$ cat src/sv/ascii_decimal_alu_unit_defines.svh
// assertion macros used by the top rtl file
`ifndef ASCII_DECIMAL_ALU_UNIT_DEFINES_SVH
`define ASCII_DECIMAL_ALU_UNIT_DEFINES_SVH

`ifndef SYNTHESIS

// property checked on every rising clock edge outside reset
`define ADAU_ASSERT(lbl, clk, rstn, prop) \
	lbl: assert property (@(posedge clk) disable iff (!rstn) prop) \
		else $error("adau assertion failed");

// condition that must never hold outside reset
`define ADAU_NEVER(lbl, clk, rstn, cond) \
	lbl: assert property (@(posedge clk) disable iff (!rstn) !(cond)) \
		else $error("adau forbidden condition seen");

`else

`define ADAU_ASSERT(lbl, clk, rstn, prop)
`define ADAU_NEVER(lbl, clk, rstn, cond)

`endif

`endif

$ cat src/sv/adau_pkg.sv
package adau_pkg;

	localparam int N_CHARS = 32;
	localparam int N_WORDS = 4;
	localparam int LOG_CHARS = $clog2(N_CHARS);

	localparam logic [7:0] CH_ZERO = 8'h30;
	localparam logic [7:0] CH_NINE = 8'h39;

	typedef enum logic [2:0] {
		CMD_ADD  = 3'd0,
		CMD_SUB  = 3'd1,
		CMD_LESS = 3'd2,
		CMD_ZERO = 3'd3,
		CMD_INC  = 3'd4
	} cmd_t;

	// what one digit lane hands to the merge stage
	typedef struct packed {
		logic       act;
		logic [3:0] dig0;
		logic [3:0] dig1;
		logic       gen;
		logic       prop;
		logic       bad;
		logic       ne;
		logic       lt;
		logic       nz;
	} lane_t;

	// result flags of one request
	typedef struct packed {
		logic less;
		logic zero;
		logic carry;
		logic bad;
	} flags_t;

endpackage

$ cat src/sv/adau_lane.sv
module adau_lane import adau_pkg::*; (
	input  logic [7:0] a_char,
	input  logic [7:0] b_char,
	input  logic [2:0] command,
	input  logic       active,
	output lane_t      info
);

	logic       is_inc;
	logic       is_sub;
	logic       arith;
	logic       a_dig;
	logic       b_dig;
	logic [4:0] da;
	logic [4:0] db;
	logic [4:0] sum;
	logic [4:0] diff;
	logic [4:0] wrap;
	logic       sub_gen;
	logic       sub_prop;

	// command decode
	assign is_inc = (command == CMD_INC);
	assign is_sub = (command == CMD_SUB);
	assign arith  = (command == CMD_ADD) || is_sub || is_inc;

	// digit checks
	assign a_dig = (a_char >= CH_ZERO) && (a_char <= CH_NINE);
	assign b_dig = (b_char >= CH_ZERO) && (b_char <= CH_NINE);

	// digit values, b is zero for increment
	assign da   = {1'b0, a_char[3:0]};
	assign db   = is_inc ? 5'd0 : {1'b0, b_char[3:0]};
	assign sum  = da + db;
	assign diff = da - db;
	assign wrap = da + 5'd10 - db;

	assign sub_gen  = (da < db);
	assign sub_prop = (da == db);

	// digit for both carry-in values plus generate and propagate
	always_comb begin
		info = '0;
		info.act = active;
		if (is_sub) begin
			info.gen  = sub_gen;
			info.prop = sub_prop;
			info.dig0 = sub_gen ? wrap[3:0] : diff[3:0];
			info.dig1 = (sub_gen || sub_prop) ? 4'(wrap - 5'd1) : 4'(diff - 5'd1);
		end else begin
			info.gen  = (sum > 5'd9);
			info.prop = (sum == 5'd9);
			info.dig0 = (sum > 5'd9) ? 4'(sum - 5'd10) : sum[3:0];
			info.dig1 = (sum >= 5'd9) ? 4'(sum - 5'd9) : 4'(sum + 5'd1);
		end
		info.bad = active && arith && (!a_dig || (!is_inc && !b_dig));
		info.ne  = active && (a_char != b_char);
		info.lt  = (a_char < b_char);
		info.nz  = active && (a_char != CH_ZERO);
		// an idle lane passes the carry straight through
		if (!active) begin
			info.gen  = 1'b0;
			info.prop = 1'b1;
		end
	end

endmodule

$ cat src/sv/adau_merge.sv
module adau_merge import adau_pkg::*; (
	input  logic                        [2:0]  command,
	input  lane_t                              lanes [N_CHARS],
	output logic [N_WORDS-1:0][63:0]           result,
	output flags_t                             flags
);

	logic              is_inc;
	logic              arith;
	logic              cin;
	logic              any_bad;
	logic              any_nz;
	logic              ok;
	logic              cmp_lt;
	logic [N_CHARS-1:0] cout;
	logic [N_CHARS-1:0] cin_lane;

	assign is_inc = (command == CMD_INC);
	assign arith  = (command == CMD_ADD) || (command == CMD_SUB) || is_inc;
	assign cin    = is_inc;

	// carry prefix tree, position 0 is the last character
	always_comb begin
		logic [N_CHARS-1:0] g;
		logic [N_CHARS-1:0] p;
		for (int k = 0; k < N_CHARS; k++) begin
			g[k] = lanes[N_CHARS-1-k].gen;
			p[k] = lanes[N_CHARS-1-k].prop;
		end
		for (int d = 0; d < LOG_CHARS; d++) begin
			for (int j = N_CHARS - 1; j >= (1 << d); j--) begin
				g[j] = g[j] | (p[j] & g[j - (1 << d)]);
				p[j] = p[j] & p[j - (1 << d)];
			end
		end
		for (int k = 0; k < N_CHARS; k++) begin
			cout[k] = g[k] | (p[k] & cin);
		end
		for (int k = 0; k < N_CHARS; k++) begin
			cin_lane[N_CHARS-1-k] = (k == 0) ? cin : cout[k-1];
		end
	end

	// reductions over the lanes
	always_comb begin
		any_bad = 1'b0;
		any_nz  = 1'b0;
		for (int i = 0; i < N_CHARS; i++) begin
			any_bad = any_bad | lanes[i].bad;
			any_nz  = any_nz | lanes[i].nz;
		end
	end

	// first differing character wins, character 0 first
	always_comb begin
		logic [N_CHARS-1:0] fnd;
		logic [N_CHARS-1:0] ltv;
		for (int i = 0; i < N_CHARS; i++) begin
			fnd[i] = lanes[i].ne;
			ltv[i] = lanes[i].lt;
		end
		for (int d = 0; d < LOG_CHARS; d++) begin
			for (int j = 0; j < (N_CHARS >> (d + 1)); j++) begin
				ltv[j] = fnd[2*j] ? ltv[2*j] : ltv[2*j+1];
				fnd[j] = fnd[2*j] | fnd[2*j+1];
			end
		end
		cmp_lt = fnd[0] & ltv[0];
	end

	assign ok = arith && !any_bad;

	// digit select and packing
	always_comb begin
		logic [3:0] dig;
		result = '0;
		for (int i = 0; i < N_CHARS; i++) begin
			dig = cin_lane[i] ? lanes[i].dig1 : lanes[i].dig0;
			if (ok && lanes[i].act) begin
				result[i >> 3][(7 - (i & 7)) * 8 +: 8] = {CH_ZERO[7:4], dig};
			end
		end
	end

	// flags
	always_comb begin
		flags       = '0;
		flags.bad   = arith && any_bad;
		flags.carry = ok && cout[N_CHARS-1];
		flags.less  = (command == CMD_LESS) && cmp_lt;
		flags.zero  = (command == CMD_ZERO) && !any_nz;
	end

endmodule

$ cat src/sv/ascii_decimal_alu_unit.sv
// ascii decimal alu: add, subtract, compare, zero test and increment on
// numbers of up to 32 ascii digits, most significant character first.
// request channel: in_valid, in_stall, command and the eight operand words.
// result channel: out_valid, out_stall, the four result words and flags.
// a request is taken at a clock edge with valid high and stall low.
// a taken request goes into the lane register, fed by the digit lanes,
// then into the output register, fed by the merge stage (carry prefix
// tree over the 32 lanes and first-difference compare tree); the output
// register drives out_valid. throughput: one request per cycle, sustained
// while the receiver takes results; the carry tree settles in the merge stage.
// when out_stall is high the output register holds its result, the lane
// register fills, and in_stall rises once both are occupied.
// reset (arst_n low) empties both stages; no request in flight survives.
// DIGITS sets how many leading characters are used; the rest read as zero
// bytes in the result and are ignored by every command.
`include "ascii_decimal_alu_unit_defines.svh"

module ascii_decimal_alu_unit import adau_pkg::*; #(
	parameter int DIGITS = 32
) (
	input  logic        clk,
	input  logic        arst_n,
	input  logic        in_valid,
	output logic        in_stall,
	input  logic [2:0]  command,
	input  logic [63:0] a_word0,
	input  logic [63:0] a_word1,
	input  logic [63:0] a_word2,
	input  logic [63:0] a_word3,
	input  logic [63:0] b_word0,
	input  logic [63:0] b_word1,
	input  logic [63:0] b_word2,
	input  logic [63:0] b_word3,
	output logic        out_valid,
	input  logic        out_stall,
	output logic [63:0] result_word0,
	output logic [63:0] result_word1,
	output logic [63:0] result_word2,
	output logic [63:0] result_word3,
	output logic        less,
	output logic        zero,
	output logic        carry_out,
	output logic        bad_digit
);

	localparam int NDIG = (DIGITS > N_CHARS) ? N_CHARS : ((DIGITS < 1) ? 1 : DIGITS);

	logic [N_WORDS-1:0][63:0] a_words;
	logic [N_WORDS-1:0][63:0] b_words;
	lane_t                    lane_info [N_CHARS];
	lane_t                    lane_s1 [N_CHARS];
	logic [2:0]               cmd_s1;
	logic                     valid_s1;
	logic [N_WORDS-1:0][63:0] merge_result;
	flags_t                   merge_flags;
	logic [N_WORDS-1:0][63:0] result_q;
	flags_t                   flags_q;
	logic                     out_valid_q;
	logic                     en_s1;
	logic                     en_s2;

	assign a_words = {a_word3, a_word2, a_word1, a_word0};
	assign b_words = {b_word3, b_word2, b_word1, b_word0};

	// one lane per character
	for (genvar i = 0; i < N_CHARS; i++) begin : g_lane
		adau_lane u_lane (
			.a_char  (a_words[i >> 3][(7 - (i & 7)) * 8 +: 8]),
			.b_char  (b_words[i >> 3][(7 - (i & 7)) * 8 +: 8]),
			.command (command),
			.active  (i < NDIG),
			.info    (lane_info[i])
		);
	end

	// stage enables
	assign en_s2    = !out_valid_q || !out_stall;
	assign en_s1    = !valid_s1 || en_s2;
	assign in_stall = !en_s1;

	// lane register
	always_ff @(posedge clk or negedge arst_n) begin
		if (!arst_n) begin
			valid_s1 <= 1'b0;
		end else if (en_s1) begin
			valid_s1 <= in_valid;
		end
	end

	always_ff @(posedge clk) begin
		if (en_s1 && in_valid) begin
			cmd_s1  <= command;
			lane_s1 <= lane_info;
		end
	end

	// carry and compare merge
	adau_merge u_merge (
		.command (cmd_s1),
		.lanes   (lane_s1),
		.result  (merge_result),
		.flags   (merge_flags)
	);

	// output register
	always_ff @(posedge clk or negedge arst_n) begin
		if (!arst_n) begin
			out_valid_q <= 1'b0;
		end else if (en_s2) begin
			out_valid_q <= valid_s1;
		end
	end

	always_ff @(posedge clk) begin
		if (en_s2 && valid_s1) begin
			result_q <= merge_result;
			flags_q  <= merge_flags;
		end
	end

	assign out_valid    = out_valid_q;
	assign result_word0 = result_q[0];
	assign result_word1 = result_q[1];
	assign result_word2 = result_q[2];
	assign result_word3 = result_q[3];
	assign less         = flags_q.less;
	assign zero         = flags_q.zero;
	assign carry_out    = flags_q.carry;
	assign bad_digit    = flags_q.bad;

	// checks
	`ADAU_ASSERT(a_stall_only_full, clk, arst_n, in_stall |-> (valid_s1 && out_valid_q && out_stall))
	`ADAU_ASSERT(a_take_fills_s1, clk, arst_n, (in_valid && !in_stall) |=> valid_s1)
	`ADAU_ASSERT(a_bad_clears, clk, arst_n, (out_valid_q && bad_digit) |-> (result_q == '0 && !carry_out))
	`ADAU_NEVER(n_flag_mix, clk, arst_n, out_valid_q && ((less && zero) || (carry_out && (less || zero))))

endmodule

$ cat config.mk
export PLATFORM = sky130hd
export DESIGN_NAME = ascii_decimal_alu_unit
export DESIGN_NICKNAME = d
export VERILOG_FILES = /design/src/sv/adau_pkg.sv /design/src/sv/adau_lane.sv /design/src/sv/adau_merge.sv /design/src/sv/ascii_decimal_alu_unit.sv
export VERILOG_INCLUDE_DIRS = /design/src /design/src/sv
export SDC_FILE = /design/constraint.sdc
export NUM_CORES = 2
export LEC_CHECK = 0
export BUFFER_PORTS_ARGS = -buffer_cell sky130_fd_sc_hd__buf_2
export CORE_MARGIN = 3
export CORE_UTILIZATION = 32
export DETAILED_ROUTE_END_ITERATION = 8
export RECOVER_POWER = 25
export SLEW_MARGIN = 20
export SYNTH_ARGS = -nofsm -noshare
export SYNTH_HDL_FRONTEND = slang
export SYNTH_SLANG_ARGS = --single-unit
$ cat constraint.sdc
create_clock -name clk -period 17.2 [get_ports clk]
set_input_delay 2.58 -clock clk [delete_from_list [all_inputs] [get_ports clk]]
set_output_delay 2.58 -clock clk [all_outputs]
set_load 0.05 [all_outputs]
==> summary.md <==
| Metric | Value |
|---|---|
| Status | `finished, violations left` |
| Failing checks | `max-capacitance violations, max-slew violations` |
| Ports | `781` |
| # placed instances | `8418` |
| Total GRT Usage | `between 10% and 20%` |
| Actual slew at the worst max-slew pin | `3.61 ns` |
| Min-Delay Endpoint | `out_valid$_DFFE_PN0P_` |
| Clock-pin slew on the worst setup and hold paths | `roughly 0.060 ns` |
| Final Setup Violations | `0` |
| Hold Path Class | `register to register` |
| Antenna violations before repair | `33` |
| DRC viols | `0` |
| Cells after synthesis | `roughly 5700` |
| Total gr overflow | `0` |
| Final wirelength | `between 150 and 200 mm` |
| Chip width | `between 400 and 500 µm` |
| Final TNS setup | `0 ns` |
| FMAX | `121 MHz` |
| Largest stage delay on the critical path | `between 1.5 and 2 ns` |
| Clk sinks | `586` |
| Worst skew pair latency | `0.70 ns` |
| Slowest cell on crit path | `clkbuf_1` |
| FP Rows | `149` |
| Hold_buf cts | `0` |
| Synth Register Bits | `between 500 and 600` |
| Clock Root Buffer | `clkbuf_16` |
| RSZ-0062 raised after global routing | `no` |
| Placer Congestion | `just over 0.9` |
| Iter 0 DRT Violations | `2091` |
| Total setup buffers inserted after CTS | `0` |
| Sequential share of the synthesized area | `about a third` |
| CP Data Required Time | `~18 ns` |
| Fin crit period | `8.27 ns` |
| Layout Cells excl Fill | `8579` |
| Drt pass-1 iters | `6` |
| Worst R2R Start | `out_valid$_DFFE_PN0P_` |
| Average size of a mapped cell | `roughly 9.4 µm²` |
| Hold path depth | `1` |
| IR Drop Worst-Case VDD | `approximately 0.000065 V` |
| CP cell instances | `clkbuf_1 -> nor2_1 -> nand2_1 -> clkbuf_1 -> nand2_1 -> inv_1 -> fa_1 -> inv_1 -> ha_1 -> a21boi_0 -> o211ai_1 -> ha_1 -> a21o_1 -> a21oi_1 -> xor2_1 -> nor2_1 -> a21oi_1` |
| Longest Clk Path Bufs | `3` |
| CP Capture Type | `register` |
| First-pass GRT wire length | `roughly 250 mm` |
| Number of synthesized flops with an enable pin | `approximately 580` |
| Area contributors post-synth | `edfxtp_1 (33%), ha_1 (17%), fa_1 (4.8%), inv_1 (4.7%), xor2_1 (4.2%)` |
| Endpoints failing hold | `0` |
| Port-buffer cells | `716` |
| PwrDens | `about 94 nW/µm²` |
| Reg2Reg Depth | `4` |
| Netlist Area Pre-Place | `approximately 53000 µm²` |
| Most frequent cell after synthesis | `ha_1` |
| Post-CTS sizing | `0` |
| Slew headroom | `-141%` |
| Final period util | `48.1%` |
| Dpl hpwl | `between 100 and 150 mm` |
| FILL cells | `16700` |
| Max-cap violations | `9` |
| Critical path fanouts, max | `between 50 and 60` |
| Placeable core area | `roughly 170000 µm²` |
| Die area | `about 170000 µm²` |
| Leak pwr | `28.1 nW` |
| Startpoint Class | `primary input` |
| Slew Limit Fails | `346` |
| Synth async-reset ratio | `0.341%` |
| Yosys warnings | `0` |
| Most common library cells after synthesis | `ha_1 (736), inv_1 (673), edfxtp_1 (584), nor2_1 (489), nand2_1 (433)` |
| Flop-to-flop setup slack | `10.78 ns` |
| Biggest area consumer among synthesized cells | `edfxtp_1` |
| CP Class | `primary input to register` |
| Nets | `about 7700` |
| Hold Startpoint | `valid_s1$_DFFE_PN0N_` |
| Number of global-route vias before repair | `42500` |
| Vias | `42500` |
| Inserted Clock Buffers | `79` |
| Starting Density | `between 30% and 40%` |
| CTS tree | `built` |
| Area delta synth->final | `15.1%` |
| Remaining antenna violation count | `0` |
| WL/cell | `about 19 µm` |
| Crit path arrival time | `slightly below 9 ns` |
| Post-synth top flop | `edfxtp_1` |
| R2R Path End | `lane_s1[409]$_DFFE_PP_` |
| Die height | `about 410 µm` |
| Largest net degree at the start of global routing | `between 150 and 200` |
| Share of layout cells above drive strength 1 | `about 14%` |
| Clk_skew | `between 0.04 and 0.05 ns` |
| Top-area cell type share of the netlist area | `between 30% and 40%` |
| Post-synth cell types | `70` |
| Vias per cell | `4.95` |
| # H-tree levels | `3` |
==> cells in the final DEF, fill, tap and decap left out, drive strengths merged, types with 213 or more instances in the layout <==
cell type / instances
o21ai: 381
buf: 689
xor2: 253
edfxtp: 584
inv: 678
nor2: 490
ha: 736
nand2: 433
a21oi: 362
mux2i: 213
==> critical path, delay by kind of cell <==
| family | cells | cell delay (ns) |
|---|---|---|
| adders and majority gates | 3 | 1.06 |
| and+or+nand+nor | 4 | 1.37 |
| xor gates and xnor gates | 1 | 0.09 |
| buffers and inverters | 4 | 2.57 |
| AOI/OAI and AO/OA | 5 | 0.91 |
==> registers in the layout, indices dropped and copies added (netlist names) <==
name,cells
lane_s1,448
result_word3,33
result_word0,32
result_word1,32
result_word2,32
cmd_s1,3
bad_digit,1
carry_out,1
less,1
out_valid,1
valid_s1,1
zero,1
==> layer usage <==
layer  up-vias  wire, µm  GRT usage, %
met3       236      6310          2.26
met5         -        34             0
met1     20400     66800          21.6
li1      20900         -             -
met2       934     81100          32.6
met4         4      7390          8.96
==> power breakdown <==
part	switching (W)	internal (W)
Combinational	0.00131	0.000853
Sequential	0.0000619	0.00185
Clock	0.000697	0.000999
==> final cells by class <==
type                       instances  area (µm²)  area share (%)
inverter                         673        2530            4.12
clock buffer                      92        2050            3.34
timing repair buffer             748        3760            6.13
clock inverter                    50         609           0.993
tap                             2189        2740            4.46
multi-input combinational       4222       32000            52.2
antenna                           19        47.5          0.0775
sequential                       586       17600            28.7
==> cells by family after synthesis <==
family	after synthesis	synth area share [%]
AOI/OAI and AO/OA	1200	13.7
xor gates and xnor gates	399	6.56
adders and majority gates	864	22.1
buffers and inverters	915	7.35
DFF	586	33.0
muxes	213	4.00
other	1	0.00704
and+or+nand+nor	1482	13.2
==> worst max path at each step <==
stage,start,to,slack (ns),cells past startpoint
after floorplan,out_stall,cmd_s1[0]$_DFFE_PP_,3.40,2
after global placement,command[1],lane_s1[414]$_DFFE_PP_,9.90,19
after detailed placement,command[1],lane_s1[399]$_DFFE_PP_,9.77,18
after CTS,command[1],lane_s1[399]$_DFFE_PP_,10.52,18
after global routing,command[1],lane_s1[39]$_DFFE_PP_,8.29,17
final,command[1],lane_s1[39]$_DFFE_PP_,8.93,17
==> per-stage QoR <==
step                      setup WS [ns]  area, µm²  utilization (%)  hold WS (ns)  total power, W
after global routing               8.29      61400             37.1         0.525         0.00618
after CTS                         10.52      61400             37.2         0.494         0.00584
final                              8.93      61400             37.1         0.490         0.00577
after global placement             9.90      58800             35.6         0.464         0.00405
after floorplan                    3.40      53500                -         0.443         0.00360
after detailed placement           9.77      58800             35.6         0.481         0.00410
No activity file was read; power rests on OpenSTA's default activity.
